==> src/rtl/assert_macros.svh <==
// Assertion macros shared by the RTL files.
`ifndef ASSERT_MACROS_SVH
`define ASSERT_MACROS_SVH

// Property checked at every rising clock edge, skipped while reset is high.
`define HRLP_ASSERT(lbl, prop, msg) \
   lbl: assert property (@(posedge clock) disable iff (reset) (prop)) else $error(msg);

// Property checked at every rising clock edge, reset included.
`define HRLP_ASSERT_ALWAYS(lbl, prop, msg) \
   lbl: assert property (@(posedge clock) (prop)) else $error(msg);

`endif

==> src/rtl/hrlp_pkg.sv <==
// Types and constants for the HTTP response length parser.
`timescale 1ns / 1ps
`default_nettype none

package hrlp_pkg;

   typedef enum logic [3:0] {
      PH_SEEK_SPACE = 4'd0,
      PH_STATUS1    = 4'd1,
      PH_STATUS2    = 4'd2,
      PH_STATUS3    = 4'd3,
      PH_SKIP_LINE  = 4'd4,
      PH_LINE_START = 4'd5,
      PH_MATCH      = 4'd6,
      PH_SEPARATOR  = 4'd7,
      PH_DIGITS     = 4'd8,
      PH_VALUE_LF   = 4'd9,
      PH_END_LF     = 4'd10,
      PH_DONE       = 4'd11
   } phase_type;

   localparam logic [3:0] NAME_LEN = 4'd14;

   localparam logic [7:0] CH_TWO   = 8'h32;  // '2'
   localparam logic [7:0] CH_ZERO  = 8'h30;  // '0'
   localparam logic [7:0] CH_NINE  = 8'h39;  // '9'
   localparam logic [7:0] CH_COLON = 8'h3A;  // ':'
   localparam logic [7:0] CH_CR    = 8'h0D;
   localparam logic [7:0] CH_LF    = 8'h0A;
   localparam logic [7:0] CH_SPACE = 8'h20;
   localparam logic [7:0] CH_TAB   = 8'h09;

   // "Content-Length", one character per index
   function automatic logic [7:0] name_char(input logic [3:0] idx);
      logic [7:0] ch;
      case (idx)
         4'd0:    ch = 8'h43;  // C
         4'd1:    ch = 8'h6F;  // o
         4'd2:    ch = 8'h6E;  // n
         4'd3:    ch = 8'h74;  // t
         4'd4:    ch = 8'h65;  // e
         4'd5:    ch = 8'h6E;  // n
         4'd6:    ch = 8'h74;  // t
         4'd7:    ch = 8'h2D;  // -
         4'd8:    ch = 8'h4C;  // L
         4'd9:    ch = 8'h65;  // e
         4'd10:   ch = 8'h6E;  // n
         4'd11:   ch = 8'h67;  // g
         4'd12:   ch = 8'h74;  // t
         4'd13:   ch = 8'h68;  // h
         default: ch = 8'h00;
      endcase
      return ch;
   endfunction

endpackage

`default_nettype wire

==> src/rtl/http_response_length_parser.sv <==
// HTTP response length parser: status check and Content-Length extraction.
`timescale 1ns / 1ps
`default_nettype none
//
// Usage
//   req_*: one response byte per word. req_tuser[0] set restarts the parser
//   on that byte (first byte of a new response).
//   rsp_*: one word per response, sent when the status code is not 200
//   (on the first bad status byte) or on the byte after the blank line's CR.
//   Bytes after the result are dropped until the next restart.
// Pipeline / throughput
//   A byte is held in the input register, is decoded against the
//   parser state, and its result lands in the output register, which
//   drives rsp_tvalid. One byte per cycle sustained while no result is
//   held back by rsp_tready low; the per-byte step (phase decode plus a
//   LENGTH_BITS+4 bit multiply-by-ten add with saturation) fits between those two registers.
// Reset
//   Synchronous, active high. Parser goes to status-space search with the
//   length cleared; both pipeline registers empty.
// Backpressure
//   While rsp_tready is low with a result held, the input register keeps its
//   byte and req_tready drops once it is full; nothing is lost or repeated.
//
module http_response_length_parser #(
   parameter int LENGTH_BITS = 32
) (
   input  wire logic        clock,
   input  wire logic        reset,
   // request stream
   input  wire logic        req_tvalid,
   output      logic        req_tready,
   input  wire logic [7:0]  req_tdata,   // [7:0] rx_byte
   input  wire logic [0:0]  req_tuser,   // [0] first
   // result stream
   output      logic        rsp_tvalid,
   input  wire logic        rsp_tready,
   output      logic [31:0] rsp_tdata,   // [31:0] content_length
   output      logic [2:0]  rsp_tuser    // [0] status_ok, [1] length_found, [2] malformed
);

   import hrlp_pkg::*;

   localparam int SUM_W = LENGTH_BITS + 4;

   // input register
   logic                   in_valid_ff, in_valid_in;
   logic [7:0]             in_byte_ff;
   logic                   in_first_ff;

   // parser state
   phase_type              phase_ff, phase_in;
   logic [3:0]             match_ff, match_in;
   logic [LENGTH_BITS-1:0] accum_ff, accum_in;
   logic                   seen_ff, seen_in;
   logic                   bad_ff, bad_in;
   logic                   after_cr_ff, after_cr_in;

   // output register
   logic                   rsp_valid_ff, rsp_valid_in;
   logic [31:0]            rsp_data_ff;
   logic [2:0]             rsp_user_ff;

   logic                   slot_free, advance, req_accept;
   logic                   emit;
   logic [31:0]            emit_data;
   logic [2:0]             emit_user;

   // effective state after an optional restart
   phase_type              cur_phase;
   logic [3:0]             cur_match;
   logic [LENGTH_BITS-1:0] cur_accum;
   logic                   cur_seen, cur_bad, cur_after_cr;

   // digit accumulate
   logic                   is_digit, is_sep;
   logic [SUM_W-1:0]       accum_ext, accum_sum;
   logic                   sum_over;
   logic [LENGTH_BITS-1:0] digit_accum;
   logic                   digit_bad;

   assign slot_free  = !rsp_valid_ff || rsp_tready;
   assign advance    = in_valid_ff && slot_free;
   assign req_tready = !in_valid_ff || slot_free;
   assign req_accept = req_tvalid && req_tready;

   assign rsp_tvalid = rsp_valid_ff;
   assign rsp_tdata  = rsp_data_ff;
   assign rsp_tuser  = rsp_user_ff;

   always_comb begin
      if (in_first_ff) begin
         cur_phase    = PH_SEEK_SPACE;
         cur_match    = '0;
         cur_accum    = '0;
         cur_seen     = 1'b0;
         cur_bad      = 1'b0;
         cur_after_cr = 1'b0;
      end else begin
         cur_phase    = phase_ff;
         cur_match    = match_ff;
         cur_accum    = accum_ff;
         cur_seen     = seen_ff;
         cur_bad      = bad_ff;
         cur_after_cr = after_cr_ff;
      end
   end

   // value*10 + digit, saturating; low nibble of an ASCII digit is its value
   assign is_digit  = (in_byte_ff inside {[CH_ZERO:CH_NINE]});
   assign is_sep    = (in_byte_ff inside {CH_SPACE, CH_COLON, [CH_TAB:CH_CR]});
   assign accum_ext = SUM_W'(cur_accum);
   assign accum_sum = (accum_ext << 3) + (accum_ext << 1) + SUM_W'(in_byte_ff[3:0]);
   assign sum_over  = |accum_sum[SUM_W-1:LENGTH_BITS];

   always_comb begin
      if (!is_digit) begin
         digit_accum = cur_accum;
         digit_bad   = 1'b1;
      end else if (sum_over) begin
         digit_accum = '1;
         digit_bad   = 1'b1;
      end else begin
         digit_accum = accum_sum[LENGTH_BITS-1:0];
         digit_bad   = cur_bad;
      end
   end

   // per-byte step
   always_comb begin
      phase_in    = cur_phase;
      match_in    = cur_match;
      accum_in    = cur_accum;
      seen_in     = cur_seen;
      bad_in      = cur_bad;
      after_cr_in = cur_after_cr;
      emit        = 1'b0;
      emit_data   = '0;
      emit_user   = '0;
      case (cur_phase)
         PH_SEEK_SPACE: begin
            if (in_byte_ff == CH_SPACE) phase_in = PH_STATUS1;
         end
         PH_STATUS1, PH_STATUS2, PH_STATUS3: begin
            if (in_byte_ff != ((cur_phase == PH_STATUS1) ? CH_TWO : CH_ZERO)) begin
               emit     = 1'b1;  // bad status: all-zero result
               phase_in = PH_DONE;
            end else if (cur_phase == PH_STATUS3) begin
               after_cr_in = 1'b0;
               phase_in    = PH_SKIP_LINE;
            end else if (cur_phase == PH_STATUS1) begin
               phase_in = PH_STATUS2;
            end else begin
               phase_in = PH_STATUS3;
            end
         end
         PH_SKIP_LINE: begin
            if (cur_after_cr) begin
               after_cr_in = 1'b0;
               if (in_byte_ff == CH_LF) phase_in = PH_LINE_START;
            end else if (in_byte_ff == CH_CR) begin
               after_cr_in = 1'b1;
            end
         end
         PH_LINE_START: begin
            if (in_byte_ff == CH_CR) begin
               phase_in = PH_END_LF;
            end else if (in_byte_ff == name_char(4'd0)) begin
               match_in = 4'd1;
               phase_in = PH_MATCH;
            end else begin
               after_cr_in = 1'b0;
               phase_in    = PH_SKIP_LINE;
            end
         end
         PH_MATCH: begin
            if (cur_match < NAME_LEN && in_byte_ff == name_char(cur_match)) begin
               match_in = cur_match + 4'd1;
               if (cur_match + 4'd1 == NAME_LEN) begin
                  seen_in  = 1'b1;
                  accum_in = '0;
                  phase_in = PH_SEPARATOR;
               end
            end else begin
               after_cr_in = 1'b0;
               phase_in    = PH_SKIP_LINE;
            end
         end
         PH_SEPARATOR: begin
            if (!is_sep) begin
               accum_in = digit_accum;
               bad_in   = digit_bad;
               phase_in = PH_DIGITS;
            end
         end
         PH_DIGITS: begin
            if (in_byte_ff == CH_CR) begin
               phase_in = PH_VALUE_LF;
            end else begin
               accum_in = digit_accum;
               bad_in   = digit_bad;
            end
         end
         PH_VALUE_LF: begin
            phase_in = PH_LINE_START;
         end
         PH_END_LF: begin
            emit      = 1'b1;
            emit_data = 32'(cur_accum);
            emit_user = {cur_bad, cur_seen, 1'b1};
            phase_in  = PH_DONE;
         end
         default: begin
            phase_in = PH_DONE;
         end
      endcase
   end

   always_comb begin
      if (req_accept)   in_valid_in = 1'b1;
      else if (advance) in_valid_in = 1'b0;
      else              in_valid_in = in_valid_ff;

      if (advance && emit)             rsp_valid_in = 1'b1;
      else if (rsp_valid_ff && rsp_tready) rsp_valid_in = 1'b0;
      else                             rsp_valid_in = rsp_valid_ff;
   end

   always_ff @(posedge clock) begin
      if (reset) begin
         in_valid_ff  <= 1'b0;
         rsp_valid_ff <= 1'b0;
         phase_ff     <= PH_SEEK_SPACE;
         match_ff     <= '0;
         accum_ff     <= '0;
         seen_ff      <= 1'b0;
         bad_ff       <= 1'b0;
         after_cr_ff  <= 1'b0;
      end else begin
         in_valid_ff  <= in_valid_in;
         rsp_valid_ff <= rsp_valid_in;
         if (advance) begin
            phase_ff    <= phase_in;
            match_ff    <= match_in;
            accum_ff    <= accum_in;
            seen_ff     <= seen_in;
            bad_ff      <= bad_in;
            after_cr_ff <= after_cr_in;
         end
      end
   end

   always_ff @(posedge clock) begin
      if (req_accept) begin
         in_byte_ff  <= req_tdata;
         in_first_ff <= req_tuser[0];
      end
      if (advance && emit) begin
         rsp_data_ff <= emit_data;
         rsp_user_ff <= emit_user;
      end
   end

`include "assert_macros.svh"

   `HRLP_ASSERT(a_emit_slot, (advance && emit) |-> slot_free,
      "result loaded into a busy output register")
   `HRLP_ASSERT(a_emit_done, (advance && emit) |=> (phase_ff == PH_DONE),
      "parser not finished after result")
   `HRLP_ASSERT(a_bad_status_zero, (rsp_valid_ff && !rsp_user_ff[0]) |->
      (rsp_user_ff == 3'b000 && rsp_data_ff == 32'd0), "bad status result not all zero")
   `HRLP_ASSERT(a_no_len_zero, (rsp_valid_ff && !rsp_user_ff[1]) |-> (rsp_data_ff == 32'd0),
      "length reported without header")
   `HRLP_ASSERT(a_match_range, (phase_ff == PH_MATCH) |->
      (match_ff != 4'd0 && match_ff < NAME_LEN), "name match index out of range")

endmodule

`default_nettype wire
==> config.mk <==
export PLATFORM = sky130hd
export DESIGN_NAME = http_response_length_parser
export DESIGN_NICKNAME = d
export VERILOG_FILES = /design/src/rtl/hrlp_pkg.sv /design/src/rtl/http_response_length_parser.sv
export VERILOG_INCLUDE_DIRS = /design/src /design/src/rtl
export SDC_FILE = /design/constraint.sdc
export NUM_CORES = 1
export LEC_CHECK = 0
export BUFFER_PORTS_ARGS = -buffer_cell sky130_fd_sc_hd__clkbuf_2
export CAP_MARGIN = 20
export CORE_UTILIZATION = 60
export CTS_BUF_LIST = sky130_fd_sc_hd__clkbuf_16
export DETAILED_ROUTE_END_ITERATION = 10
export PLACE_DENSITY = 0.8
export SLEW_MARGIN = 20
export SYNTH_ARGS = -nofsm -noshare
export SYNTH_HDL_FRONTEND = slang
export SYNTH_SLANG_ARGS = --single-unit
export TNS_END_PERCENT = 5
==> constraint.sdc <==
create_clock -name clock -period 8.8 [get_ports clock]
set_clock_uncertainty 0.15 [all_clocks]
set_input_delay 0.88 -clock clock [delete_from_list [all_inputs] [get_ports clock]]
set_output_delay 0.88 -clock clock [all_outputs]
set_load 0.03 [all_outputs]
==> impl_results.md <==
* Synth Area in XOR/XNOR at 4.76%
* Num rows at 37
* Initial antenna violation count at 0
* CTS tree: done
* F_max at 0.217 GHz
* Area growth syn-to-layout at 8.94%
* Yosys cell types at 73
* Critical Path AT at 4.68 ns
* CTS Root Cell: clkbuf_16
* WP data required at 8.87 ns
* Drt wl/cell at 17.5 microns
* Ports at 50
* Commonest non-fill, non-tap cell in the layout: ha_1
* Worst-skew pair later-pin latency at 0.34 ns
* Syn Nets at 810
* First-pass GRT wire length at 26.1 mm
* Post-Route WL at 15.6 mm
* Yosys warns at 0
* I/O Buffers at 49
* Synth Cell Area at 6620 sq um
* Final setup vio count at 0
* Final hold violations at 0
* Vias in the first global route at 5,435
* Post-cts sizing count at 0
* Register area share after synthesis at 33.6%
* Via Count at 5,725
* Die Footprint at 11,500 sq um
* Mux contribution to synthesized area at 0.623%
* CTS Sinks at 89
* H-tree depth at 3
* Top FF cell, synth: dfxtp_1
* Post-route cell area at 7210 sq um
* Antenna fix cells at 0
* Post-synth EDFFs at 44
* Initial Util at 63.0%
* Worst vdd ir at 0.000102 V
* Fin. max-slew vios at 0
* DRC viols at 0
* Remaining antenna violation count at 0
* Die height at 107 microns
* Setup TNS at 0 ns
* Clock transition at path regs at 0.06 ns
* Slew HR at 52.1%
* GR Overflow Total at 0
* CTS buffer count at 9
* Crit path launch type: register
* Minimum clock period at 4.61 ns
* Crit path kind: register to register
* CP Max Fanout at 28
* CTS Hold Bufs at 0
* Asr flop ratio synth at 0%
* Hpwl dp at 11.1 mm
* Status: finished, final reports clean
* Most frequent cells in the layout: ha_1 (69), a21oi_1 (57), clkbuf_2 (49), nand2_1 (48), dfxtp_1 (45)
* Final Wtd Congestion at 0.957
* Largest net degree at the start of global routing at 37
* Flops & latches, synth at 89
* Avg Vias per Cell at 6.43
* Post-DP Area at 6890 sq um
* Power Density at 124 nW/um^2
* Die W at 107 microns
* Leak pwr at 3.15 nW
* Syn Inst Count at 727
* Worst Hold Class: register to register
* Core area at 10,500 sq um
* Clk buf depth at 2
* Layout cells sized above 1 at 11.5%
* Simple-gate area share of the yosys netlist at 21.4%
* Compound-Gate Fraction of Synth Area at 22.3%
* Post-CTS Repair Setup Buffers at 0
* RSZ-0062 raised after global routing: no
* Critical Path End Type: register
* Tcrit/Tclk final at 52.4%
* Total track usage at 28.5%
* Max Cap Viol at 0
* Largest family of logic cells by synthesized area: compound AO/OA/AOI/OAI gates
* Post-synthesis adder-cell area fraction at 13.3%
* Fin nets at 833
* Worst slew pin tran at 0.718 ns
* First-pass DRT Iterations at 7
* Starting DRC count in detailed routing at 549
* Synthesized area per cell at 9.11 sq um
==> layout make-up <==
| class | count | area [sq um] |
|---|---|---|
| clock buffer | 9 | 225 |
| clock inverter | 7 | 85.1 |
| fill | 822 | 3290 |
| inverter | 20 | 75.1 |
| multi-input combinational | 576 | 4150 |
| sequential | 89 | 2220 |
| tap | 136 | 170 |
| timing repair buffer | 54 | 290 |
==> sequential cells by signal, summed over array words and instances, names as in the netlist <==
signal	cells
rsp_tuser	3
seen_ff	1
rsp_tvalid	1
phase_ff	4
in_byte_ff	8
in_first_ff	1
bad_ff	1
accum_ff	32
after_cr_ff	1
match_ff	4
in_valid_ff	1
rsp_tdata	32
==> metal layers <==
metal / GRT usage, % / vias up / share of wire, %
li1: - / 2754 / -
met1: 39.2 / 2708 / 46
met2: 46.2 / 243 / 46
met3: 3.89 / 20 / 7.0
met4: 9.39 / 0 / 1.4
met5: 0 / - / 0
==> critical path, cell delays in order, from the launching register on <==
cell and delay [ns]:
edfxtp_1 0.60, buf_8 0.26, nor2b_1 0.31, xnor2_1 0.12
ha_1 0.31, inv_1 0.07, fa_1 0.46, nor2b_1 0.20
o31ai_2 0.11, a2111oi_4 0.37, a21oi_2 0.17, o41ai_2 0.39
o211a_1 0.22, o221ai_2 0.15, and2_4 0.31, a221o_1 0.30
==> worst paths after layout <==
check	from	endpoint	slack (ns)	depth (start not counted)
worst min register to register	accum_ff[31]	accum_ff[31]	0.33	1
worst max-delay path	in_first_ff	accum_ff[16]	4.19	15
worst min-delay path	accum_ff[31]	accum_ff[31]	0.33	1
worst max register to register	in_first_ff	accum_ff[16]	4.19	15
==> Yosys cell counts, types with 4 or more instances <==
master | instances | share of area [%]
or2_2 | 4 | 0.38
nor3_1 | 14 | 1.1
nor4_1 | 6 | 0.57
a211oi_1 | 8 | 0.91
o31ai_1 | 5 | 0.57
dfxtp_1 | 45 | 14
and3_1 | 4 | 0.38
nor2_1 | 39 | 2.2
a21o_1 | 10 | 1.1
a221o_1 | 29 | 4.4
a21oi_1 | 57 | 4.3
ha_1 | 69 | 13
o21bai_1 | 6 | 0.68
clkbuf_1 | 32 | 1.8
o21ai_0 | 39 | 2.9
edfxtp_1 | 44 | 20
xnor2_1 | 21 | 2.8
nand2b_1 | 11 | 1.0
inv_1 | 20 | 1.1
xor2_1 | 15 | 2.0
buf_2 | 5 | 0.38
a22oi_1 | 6 | 0.68
nand3_1 | 13 | 0.98
nand2_1 | 48 | 2.7
nor2b_1 | 44 | 4.2
and2_1 | 44 | 4.2
and4_1 | 4 | 0.53
o211ai_1 | 5 | 0.57
nand4_1 | 13 | 1.2
==> where the power goes <==
group | leakage [nW] | internal [W] | switching, W
combinational | 2.17 | 0.0000143 | 0.0000283
clock | 0.150 | 0.000246 | 0.000161
sequential | 0.824 | 0.000438 | 0.00000900
total | 3.15 | 0.000698 | 0.000199
==> per-stage QoR <==
| stage | util (%) | instances | total power (W) | hold WS [ns] | worst slack, ns |
|---|---|---|---|---|---|
| after floorplan | - | 727 | 0.000484 | 0.277 | 3.96 |
| after global placement | 65.6 | 874 | 0.000496 | 0.311 | 4.15 |
| after detailed placement | 65.6 | 874 | 0.000497 | 0.316 | 3.92 |
| after CTS | 68.5 | 890 | 0.000895 | 0.335 | 3.90 |
| after global routing | 68.7 | 891 | 0.000919 | 0.347 | 3.89 |
| final | 68.7 | 891 | 0.000897 | 0.329 | 4.19 |
==> cells by family (layout without fill, tap and decap cells) <==
group | count (synthesis) | count (layout)
AND/OR/NAND/NOR | 259 | 259
multiplexers | 4 | 4
XOR/XNOR | 36 | 36
adder cells (fa/ha/maj) | 70 | 70
flip-flops | 89 | 89
AO/OA/AOI/OAI | 207 | 207
buffers and inverters | 62 | 90
Power figures use the tool's default switching activity.
